$ cat config.mk
export PLATFORM = sky130hd
export DESIGN_NAME = tcar_decode
export DESIGN_NICKNAME = d
export VERILOG_FILES = /design/src/hw/rtl/tcar_pkg.sv /design/src/hw/rtl/tcar_decode.sv
export SDC_FILE = /design/constraint.sdc
export NUM_CORES = 1
export LEC_CHECK = 0
export ABC_AREA = 1
export BUFFER_PORTS_ARGS = -buffer_cell sky130_fd_sc_hd__buf_2
export CAP_MARGIN = 5
export CORE_ASPECT_RATIO = 0.9
export CORE_MARGIN = 8
export CORE_UTILIZATION = 45
export DETAILED_ROUTE_END_ITERATION = 12
export PLACE_DENSITY = 0.68
export SLEW_MARGIN = 40
export SYNTH_ARGS = -nofsm -noshare
export SYNTH_HDL_FRONTEND = slang
export SYNTH_SLANG_ARGS = --single-unit
$ cat constraint.sdc
create_clock -name vclk -period 4.3
set_input_delay 0.43 -clock vclk [all_inputs]
set_output_delay 0.43 -clock vclk [all_outputs]
set_load 0.02 [all_outputs]
$ cat src/hw/rtl/tcar_pkg.sv
// Types, character codes and the colour table of the text console.
`default_nettype none

package tcar_pkg;

    // Command codes
    localparam logic CMD_PUT  = 1'b0;
    localparam logic CMD_READ = 1'b1;

    // Character codes
    localparam logic [7:0] CHAR_ESC    = 8'h1b;
    localparam logic [7:0] CHAR_CR     = 8'h0d;
    localparam logic [7:0] CHAR_LF     = 8'h0a;
    localparam logic [7:0] CHAR_TAB    = 8'h09;
    localparam logic [7:0] CHAR_BS     = 8'h08;
    localparam logic [7:0] CHAR_LBRACK = 8'h5b;
    localparam logic [7:0] CHAR_ZERO   = 8'h30;
    localparam logic [7:0] CHAR_FOUR   = 8'h34;
    localparam logic [7:0] CHAR_SEVEN  = 8'h37;
    localparam logic [7:0] CHAR_UPPER_J = 8'h4a;
    localparam logic [7:0] CHAR_LOWER_M = 8'h6d;
    localparam logic [7:0] CHAR_BLANK  = 8'h20;

    // Attribute values
    localparam logic [7:0] ATTR_NORMAL  = 8'h07;
    localparam logic [7:0] ATTR_BRIGHT  = 8'h0f;
    localparam logic [7:0] ATTR_REVERSE = 8'h70;
    localparam logic [7:0] ATTR_HI_MASK = 8'hf0;
    localparam logic [7:0] ATTR_LO_MASK = 8'h0f;

    // Escape phases
    localparam logic [2:0] PH_NONE    = 3'd0;
    localparam logic [2:0] PH_ESC     = 3'd1;
    localparam logic [2:0] PH_BRACKET = 3'd2;
    localparam logic [2:0] PH_DIGIT   = 3'd3;
    localparam logic [2:0] PH_COLOUR  = 3'd4;

    // Escape first-digit codes
    localparam logic [2:0] DIG_NORMAL  = 3'd0;
    localparam logic [2:0] DIG_BRIGHT  = 3'd1;
    localparam logic [2:0] DIG_CLEAR   = 3'd2;
    localparam logic [2:0] DIG_FG      = 3'd3;
    localparam logic [2:0] DIG_BG      = 3'd4;
    localparam logic [2:0] DIG_REVERSE = 3'd7;

    // Actions a put word asks of the store sequencer
    typedef struct packed {
        logic wr_cell;
        logic clear;
        logic scroll;
    } act_t;

    // Map an ANSI colour digit to the display palette
    function automatic logic [3:0] colour_lookup(input logic [2:0] d);
        logic [3:0] v;
        case (d)
            3'd0:    v = 4'd0;
            3'd1:    v = 4'd4;
            3'd2:    v = 4'd2;
            3'd3:    v = 4'd14;
            3'd4:    v = 4'd1;
            3'd5:    v = 4'd5;
            3'd6:    v = 4'd3;
            default: v = 4'd15;
        endcase
        return v;
    endfunction

endpackage

`default_nettype wire

$ cat src/hw/rtl/tcar_decode.sv
// Escape parser and cursor arithmetic for one put word.
`default_nettype none

module tcar_decode #(
    parameter int ROWS = 25,
    parameter int COLS = 80,
    localparam int CELLS = ROWS * COLS,
    localparam int POS_RAW = $clog2(CELLS + COLS),
    localparam int POS_W = (POS_RAW > 11) ? POS_RAW : 11,
    localparam int CW = $clog2(COLS)
) (
    input  wire logic [7:0]  char_byte,
    input  wire logic [POS_W-1:0] pos,
    input  wire logic [CW-1:0]    col,
    input  wire logic [2:0]  phase,
    input  wire logic [2:0]  digit,
    input  wire logic [3:0]  pend,
    input  wire logic [7:0]  attr,
    output logic [POS_W-1:0] pos_next,
    output logic [CW-1:0]    col_next,
    output logic [2:0]       phase_next,
    output logic [2:0]       digit_next,
    output logic [3:0]       pend_next,
    output logic [7:0]       attr_next,
    output tcar_pkg::act_t   act
);

    logic             consumed;
    logic [2:0]       tab_step;
    logic [CW:0]      col_sum;
    logic [POS_W-1:0] pos_move;

    // Escape sequence parser
    always_comb
    begin
        consumed   = 1'b0;
        phase_next = phase;
        digit_next = digit;
        pend_next  = pend;
        attr_next  = attr;
        act        = '0;
        case (phase)
            tcar_pkg::PH_ESC:
            begin
                if (char_byte == tcar_pkg::CHAR_LBRACK)
                begin
                    phase_next = tcar_pkg::PH_BRACKET;
                    consumed   = 1'b1;
                end
            end
            tcar_pkg::PH_BRACKET:
            begin
                if (char_byte inside {[tcar_pkg::CHAR_ZERO:tcar_pkg::CHAR_FOUR],
                                      tcar_pkg::CHAR_SEVEN})
                begin
                    digit_next = char_byte[2:0];
                    phase_next = tcar_pkg::PH_DIGIT;
                    consumed   = 1'b1;
                end
            end
            tcar_pkg::PH_DIGIT:
            begin
                if ((char_byte inside {[tcar_pkg::CHAR_ZERO:tcar_pkg::CHAR_SEVEN]})
                    && (digit inside {tcar_pkg::DIG_FG, tcar_pkg::DIG_BG}))
                begin
                    pend_next  = tcar_pkg::colour_lookup(char_byte[2:0]);
                    phase_next = tcar_pkg::PH_COLOUR;
                    consumed   = 1'b1;
                end
                else if (char_byte == tcar_pkg::CHAR_UPPER_J
                         && digit == tcar_pkg::DIG_CLEAR)
                begin
                    act.clear  = 1'b1;
                    phase_next = tcar_pkg::PH_NONE;
                    consumed   = 1'b1;
                end
                else if (char_byte == tcar_pkg::CHAR_LOWER_M)
                begin
                    case (digit)
                        tcar_pkg::DIG_NORMAL:
                        begin
                            attr_next  = tcar_pkg::ATTR_NORMAL;
                            phase_next = tcar_pkg::PH_NONE;
                            consumed   = 1'b1;
                        end
                        tcar_pkg::DIG_BRIGHT:
                        begin
                            attr_next  = tcar_pkg::ATTR_BRIGHT;
                            phase_next = tcar_pkg::PH_NONE;
                            consumed   = 1'b1;
                        end
                        tcar_pkg::DIG_REVERSE:
                        begin
                            attr_next  = tcar_pkg::ATTR_REVERSE;
                            phase_next = tcar_pkg::PH_NONE;
                            consumed   = 1'b1;
                        end
                        default:
                        begin
                            consumed = 1'b0;
                        end
                    endcase
                end
            end
            tcar_pkg::PH_COLOUR:
            begin
                if (char_byte == tcar_pkg::CHAR_LOWER_M && digit == tcar_pkg::DIG_FG)
                begin
                    attr_next  = (attr & tcar_pkg::ATTR_HI_MASK) | {4'h0, pend};
                    phase_next = tcar_pkg::PH_NONE;
                    consumed   = 1'b1;
                end
                else if (char_byte == tcar_pkg::CHAR_LOWER_M
                         && digit == tcar_pkg::DIG_BG)
                begin
                    attr_next  = (attr & tcar_pkg::ATTR_LO_MASK) | {pend, 4'h0};
                    phase_next = tcar_pkg::PH_NONE;
                    consumed   = 1'b1;
                end
            end
            default:
            begin
                consumed = 1'b0;
            end
        endcase

        // Unconsumed bytes: start an escape or act as text and control
        pos_move = pos;
        col_next = col;
        tab_step = 3'd4 - {1'b0, pos[1:0]};
        col_sum  = {1'b0, col} + (CW+1)'(tab_step);
        if (act.clear)
        begin
            pos_move = '0;
            col_next = '0;
        end
        else if (!consumed)
        begin
            if (char_byte == tcar_pkg::CHAR_ESC)
            begin
                phase_next = tcar_pkg::PH_ESC;
            end
            else
            begin
                phase_next = tcar_pkg::PH_NONE;
                if (char_byte == tcar_pkg::CHAR_CR)
                begin
                    pos_move = pos - POS_W'(col);
                    col_next = '0;
                end
                else if (char_byte == tcar_pkg::CHAR_LF)
                begin
                    pos_move = pos + POS_W'(COLS) - POS_W'(col);
                    col_next = '0;
                end
                else if (char_byte == tcar_pkg::CHAR_TAB)
                begin
                    pos_move = pos + POS_W'(tab_step);
                    if (col_sum >= (CW+1)'(COLS))
                    begin
                        col_next = CW'(col_sum - (CW+1)'(COLS));
                    end
                    else
                    begin
                        col_next = col_sum[CW-1:0];
                    end
                end
                else if (char_byte == tcar_pkg::CHAR_BS)
                begin
                    if (pos != '0)
                    begin
                        pos_move = pos - POS_W'(1);
                        col_next = (col == '0) ? CW'(COLS - 1) : col - CW'(1);
                    end
                end
                else
                begin
                    act.wr_cell = (pos < POS_W'(CELLS));
                    pos_move    = pos + POS_W'(1);
                    col_next    = (col == CW'(COLS - 1)) ? '0 : col + CW'(1);
                end
            end
        end

        // Scroll when the cursor leaves the last row
        pos_next = pos_move;
        if (pos_move >= POS_W'(CELLS))
        begin
            act.scroll = 1'b1;
            pos_next   = pos_move - POS_W'(COLS);
        end
    end

endmodule

`default_nettype wire

# [Word level (Yosys, flattened, before mapping)]
# Index checks and enable logic that the tools add are counted.
[totals] reg_bits=0 inputBits=45 out_inout_bits=40 word_cells=122
[classes] n_addsub=12 order_cmp=6 eq_ne=25 mux=64 n_bitwise=2 n_reduce_logical=13
[op_table] op="2-to-1 mux 12 bit" n=9
[op_table] op="2-to-1 mux 7 bit" n=11
[op_table] op="2-to-1 mux 8 bit" n=5
[op_table] op="2-to-1 mux 3 bit" n=12
[op_table] op="equality test 8 x 4 -> 1 bit, second input constant" n=4
[op_table] op="one-hot mux 4 bit (7 select lines)" n=1
[op_table] op="equality test 8 x 7 -> 1 bit, second input constant" n=3
[op_table] op="one-hot mux 8 bit (3 select lines)" n=1
[op_table] op="subtractor 12 x 7 -> 12 bit" n=2
[op_table] op="2-to-1 mux 1 bit" n=20
[op_table] op="equality test 3 x 2 -> 1 bit, second input constant" n=6
[op_table] op="equality test 3 bit, second input constant" n=6
[op_table] op="<= comparator 8 x 6 -> 1 bit, second input constant" n=2
[op_table] op="one-hot mux 8 bit (2 select lines)" n=1
[op_table] op="adder 12 x 1 -> 12 bit, second input constant" n=1
[op_table] op="adder 12 x 3 -> 12 bit" n=1
[op_table] op="adder 12 x 7 -> 12 bit, second input constant" n=1
[op_table] op=">= comparator 12 x 11 -> 1 bit, second input constant" n=1
[op_table] op="less-than comparator 12 x 11 -> 1 bit, second input constant" n=1
[op_table] op="one-hot mux 3 bit (4 select lines)" n=1
[op_table] op="nonzero test 12 bit" n=1
[op_table] op="subtractor 12 x 1 -> 12 bit, second input constant" n=1
[op_table] op="subtractor 12 x 7 -> 12 bit, second input constant" n=1
[op_table] op="equality test 3 x 1 -> 1 bit, second input constant" n=3
[op_table] op="other kinds (19)" n=27

# [Depth between registers and ports, before layout]
[logic_depth] ltp_word=11 mapped_depth=26 depth_no_buf=25

# [Worst setup path before layout]
# Ideal clock, no wire load.
[synth_path] path_kind="input port to output port" startpoint="in pos[0]" endpoint="out pos_next[10]" arrival_time_ps=3396 required_time_ps=3870 path_slack_ps=474 stages=25 cell_sequence="clkbuf_1 -> inv_1 -> ha_1 -> ha_1 -> a21oi_1 -> or2_2 -> nand2_1 -> xor2_1 -> nand2_1 -> nand2_1 -> nand2_1 -> nand2_1 -> nand2_1 -> nand2_1 -> nand2_1 -> nand2_1 -> ha_1 -> nand2_1 -> nor2_1 -> nand4_1 -> nand2_1 -> nand2_2 -> nand2_4 -> nand2_1 -> nand2_1"
[synth_via] elab_chain_len=11 word_cells_on_any_way=19 cone_classes="8 x add/sub; 1 x order compare; 9 x mux; 1 x reduce/logical"
[synth_rtl] item="start: declaration" line_no="tcar_decode.sv:13" rtl="input wire logic [POS_W-1:0] pos,"
[synth_rtl] item="branches (longest 7 deep; another with adder 12 x 7 -> 12 bit)"
[synth_rtl] item="2-to-1 mux 12 bit *" line_no="tcar_decode.sv:137" rtl="else if (!consumed)"
[synth_rtl] item="2-to-1 mux 12 bit *" line_no="tcar_decode.sv:132" rtl="if (act.clear)"
[synth_rtl] item="subtractor 12 x 7 -> 12 bit / >= comparator 12 x 11 -> 1 bit (equally long branches)" line_no="tcar_decode.sv:190, tcar_decode.sv:187"
[synth_rtl] item="2-to-1 mux 12 bit *" line_no="tcar_decode.sv:187" rtl="if (pos_move >= POS_W'(CELLS))"
[synth_rtl] item="end: declaration" line_no="tcar_decode.sv:19" rtl="output logic [POS_W-1:0] pos_next,"
# Every way passes the cells marked *.

# [Worst setup path in the final report]
[layout_path] startpoint="in col[1]" endpoint="out pos_next[10]"
[layout_via] elab_chain_len=8 word_cells_on_any_way=10 cone_classes="3 x add/sub; 1 x order compare; 6 x mux"
[layout_rtl] item="start: declaration" line_no="tcar_decode.sv:14" rtl="input wire logic [CW-1:0] col,"
[layout_rtl] item="subtractor 12 x 7 -> 12 bit" line_no="tcar_decode.sv:153" rtl="pos_move = pos + POS_W'(COLS) - POS_W'(col);"
[layout_rtl] item="2-to-1 mux 12 bit" line_no="tcar_decode.sv:151" rtl="else if (char_byte == tcar_pkg::CHAR_LF)"
[layout_rtl] item="2-to-1 mux 12 bit *" line_no="tcar_decode.sv:146" rtl="if (char_byte == tcar_pkg::CHAR_CR)"
[layout_rtl] item="2-to-1 mux 12 bit *" line_no="tcar_decode.sv:139" rtl="if (char_byte == tcar_pkg::CHAR_ESC)"
[layout_rtl] item="2-to-1 mux 12 bit *" line_no="tcar_decode.sv:137"
[layout_rtl] item="2-to-1 mux 12 bit *" line_no="tcar_decode.sv:132"
[layout_rtl] item="subtractor 12 x 7 -> 12 bit / >= comparator 12 x 11 -> 1 bit (equally long branches)" line_no="tcar_decode.sv:190, tcar_decode.sv:187"
[layout_rtl] item="2-to-1 mux 12 bit *" line_no="tcar_decode.sv:187"
# Mark *: on every way between the ends. The rest lies on a longest branch, timed or not.

==> metrics.txt <==
outcome=finished, final reports clean; Yosys top cell by area=nand2_1; Core Util, Final=between 50% and 60%; Sum Neg Setup Slack=0 ns; pwr/cell area=97.44 nW/um2; top-area cell type share of the netlist area=24.14%; Non-Filler Instances=1001; Max-Cap Viols=0; routed len/inst=13.87 um; antenna fix cells=0; Mapped Area=a little over 4000 um2; highest clock rate=0.2552 GHz; DRT iter0 DRCs=385; Post-DRT Antenna Nets=0; Die X=around 120 um; via count=between 5000 and 6000; Avg Vias per Cell=between 5 and 6; RSZ-0062 raised after global routing=no; DIE AREA=12400 um2; worst setup path start=col[1]; P_leak=~2.7 nW; top post-synthesis cells by count=nand2_1 (263), inv_1 (124), nor2_1 (70); vias in the first global route=5018; HPWL after detailed placement=11610 um; Mapped Avg Cell Area=5.118 um2; worst slew pin tran=0.5884 ns; post-synth net total=a little under 900; worst hold path type=in -> out; fraction of layout cells with a size suffix above 1=14.90%; Yosys warnings=0; Initial Utilization=45.64%; most used cell, CP=nand2_1; grt ovf=0; GRT Overall Usage=between 20% and 30%; Gate Count Post-Synth=799; worst vdd ir=0.05489 mV; CTS resizes=0; I/O pin cnt=85; Port-buffer cells=85; Final Max Slew Viols=0; initial antenna violation count=0; Critical Path End Type=output port; Die Ht=about 110 um; area grow syn2layout=14.81%; Std-Cell Rows=33; Crit path largest cell delay=0.37 ns; Netlist cell types=45; Setup-failing EPs final=0; Post-CTS Hold Buffers=0; Top delay family on crit path=simple AND/OR/NAND/NOR gates; Synth area leaders=nand2_1 (24%), ha_1 (12%), inv_1 (11%), nand3_1 (8.3%), nor2_1 (6.4%); Post-CTS Setup Bufs=0; pin count of the biggest net entering global routing=27; worst path bufs/invs=3; placed instance count=about 1000; fin crit period=3.918 ns; Seq Cell Count=0; CP max stage cell=fa_2; length of the first detailed-routing pass in iterations=7; GPL Wtd Cong=0.9684; core region area=around 9000 um2; Crit. path cell count=25; first-pass GRT wire length=23740 um; final period utilization=91.13%; CP startpoint kind=primary input; FF/Latch Area=0 um2; CLK BUF=0; crit path max fanout=8; Seq/Total Area, Yosys=0%; final hold vios=0; max_slew headroom=60.36%; critical path class=in -> out; most frequent cell after synthesis=nand2_1; worst setup path end=pos_next[10]; worst path required time=3.87 ns; Final nets=973; Crit path arrival time=about 3.5 ns; DRC Markers=0; Detailed Route WL=13880 um
metrics by stage:
step	hold WS [ns]	worst slack, ns	power [mW]	area, um2
floorplan	1.033	0.4738	0.3087	4089
global placement	1.197	0.3131	0.4449	4663
detailed placement	1.206	0.2283	0.4472	4663
CTS	1.206	0.2175	0.4492	4663
global route	1.225	0.001067	0.5196	4695
finish	1.205	0.3816	0.4574	4695
layout make-up:
type	count	area, um2
tap	122	152.6
timing repair buffer	97	520.5
inverter	126	473.0
fill	1024	4265
multi-input combinational	656	3548
placed cells by master, fill, tap and decap left out, drive strengths merged, types with 3 or more instances in the layout:
cell    Yosys  layout
xor2       17      17
o21ai      58      58
or2         6       6
nor3       15      15
o211ai      5       5
a21oi      41      41
nand4      18      18
o22ai       3       3
nand2     267     267
a31oi       5       5
a22oi       5       5
nor2       78      78
ha         40      40
inv       126     126
fa          7       7
nor4        3       3
nand3      71      71
buf        13      95
cell families after synthesis:
family          Yosys count  synth area share [%]
buf+inv                 143                 13.86
compound gates          132                 18.39
simple gates            459                 48.23
fa+ha+maj                47                 15.67
xor+xnor                 18                 3.856
power breakdown:
group          internal [mW]  total (mW)  switching, mW
sequential                 0           0              0
clock                      0           0              0
combinational          0.158       0.457          0.300
total                  0.158       0.457          0.300
worst min-delay path, delay by kind of cell:
family / cells / cell delay [ns]
buffers and inverters: 2 / 0.24
AND/OR/NAND/NOR: 2 / 0.10
how the worst min path moves through the flow:
stage | start | end | slack (ns) | cells after the start
after floorplan | attr[3] | attr_next[3] | 1.03 | 2
after global placement | attr[3] | attr_next[3] | 1.20 | 4
after detailed placement | attr[3] | attr_next[3] | 1.21 | 4
after CTS | attr[3] | attr_next[3] | 1.21 | 4
after global routing | attr[3] | attr_next[3] | 1.22 | 4
final | attr[3] | attr_next[3] | 1.20 | 4
metal layers:
layer | GRT usage (%) | vias up | wire length [um]
li1 | - | 2743 | -
met1 | 30.88 | 2377 | 6309
met2 | 39.75 | 204 | 6258
met3 | 0.9632 | 10 | 1206
met4 | 2.035 | 0 | 104
met5 | 0 | - | 0
Note: power is estimated with default switching activity, not from simulation.
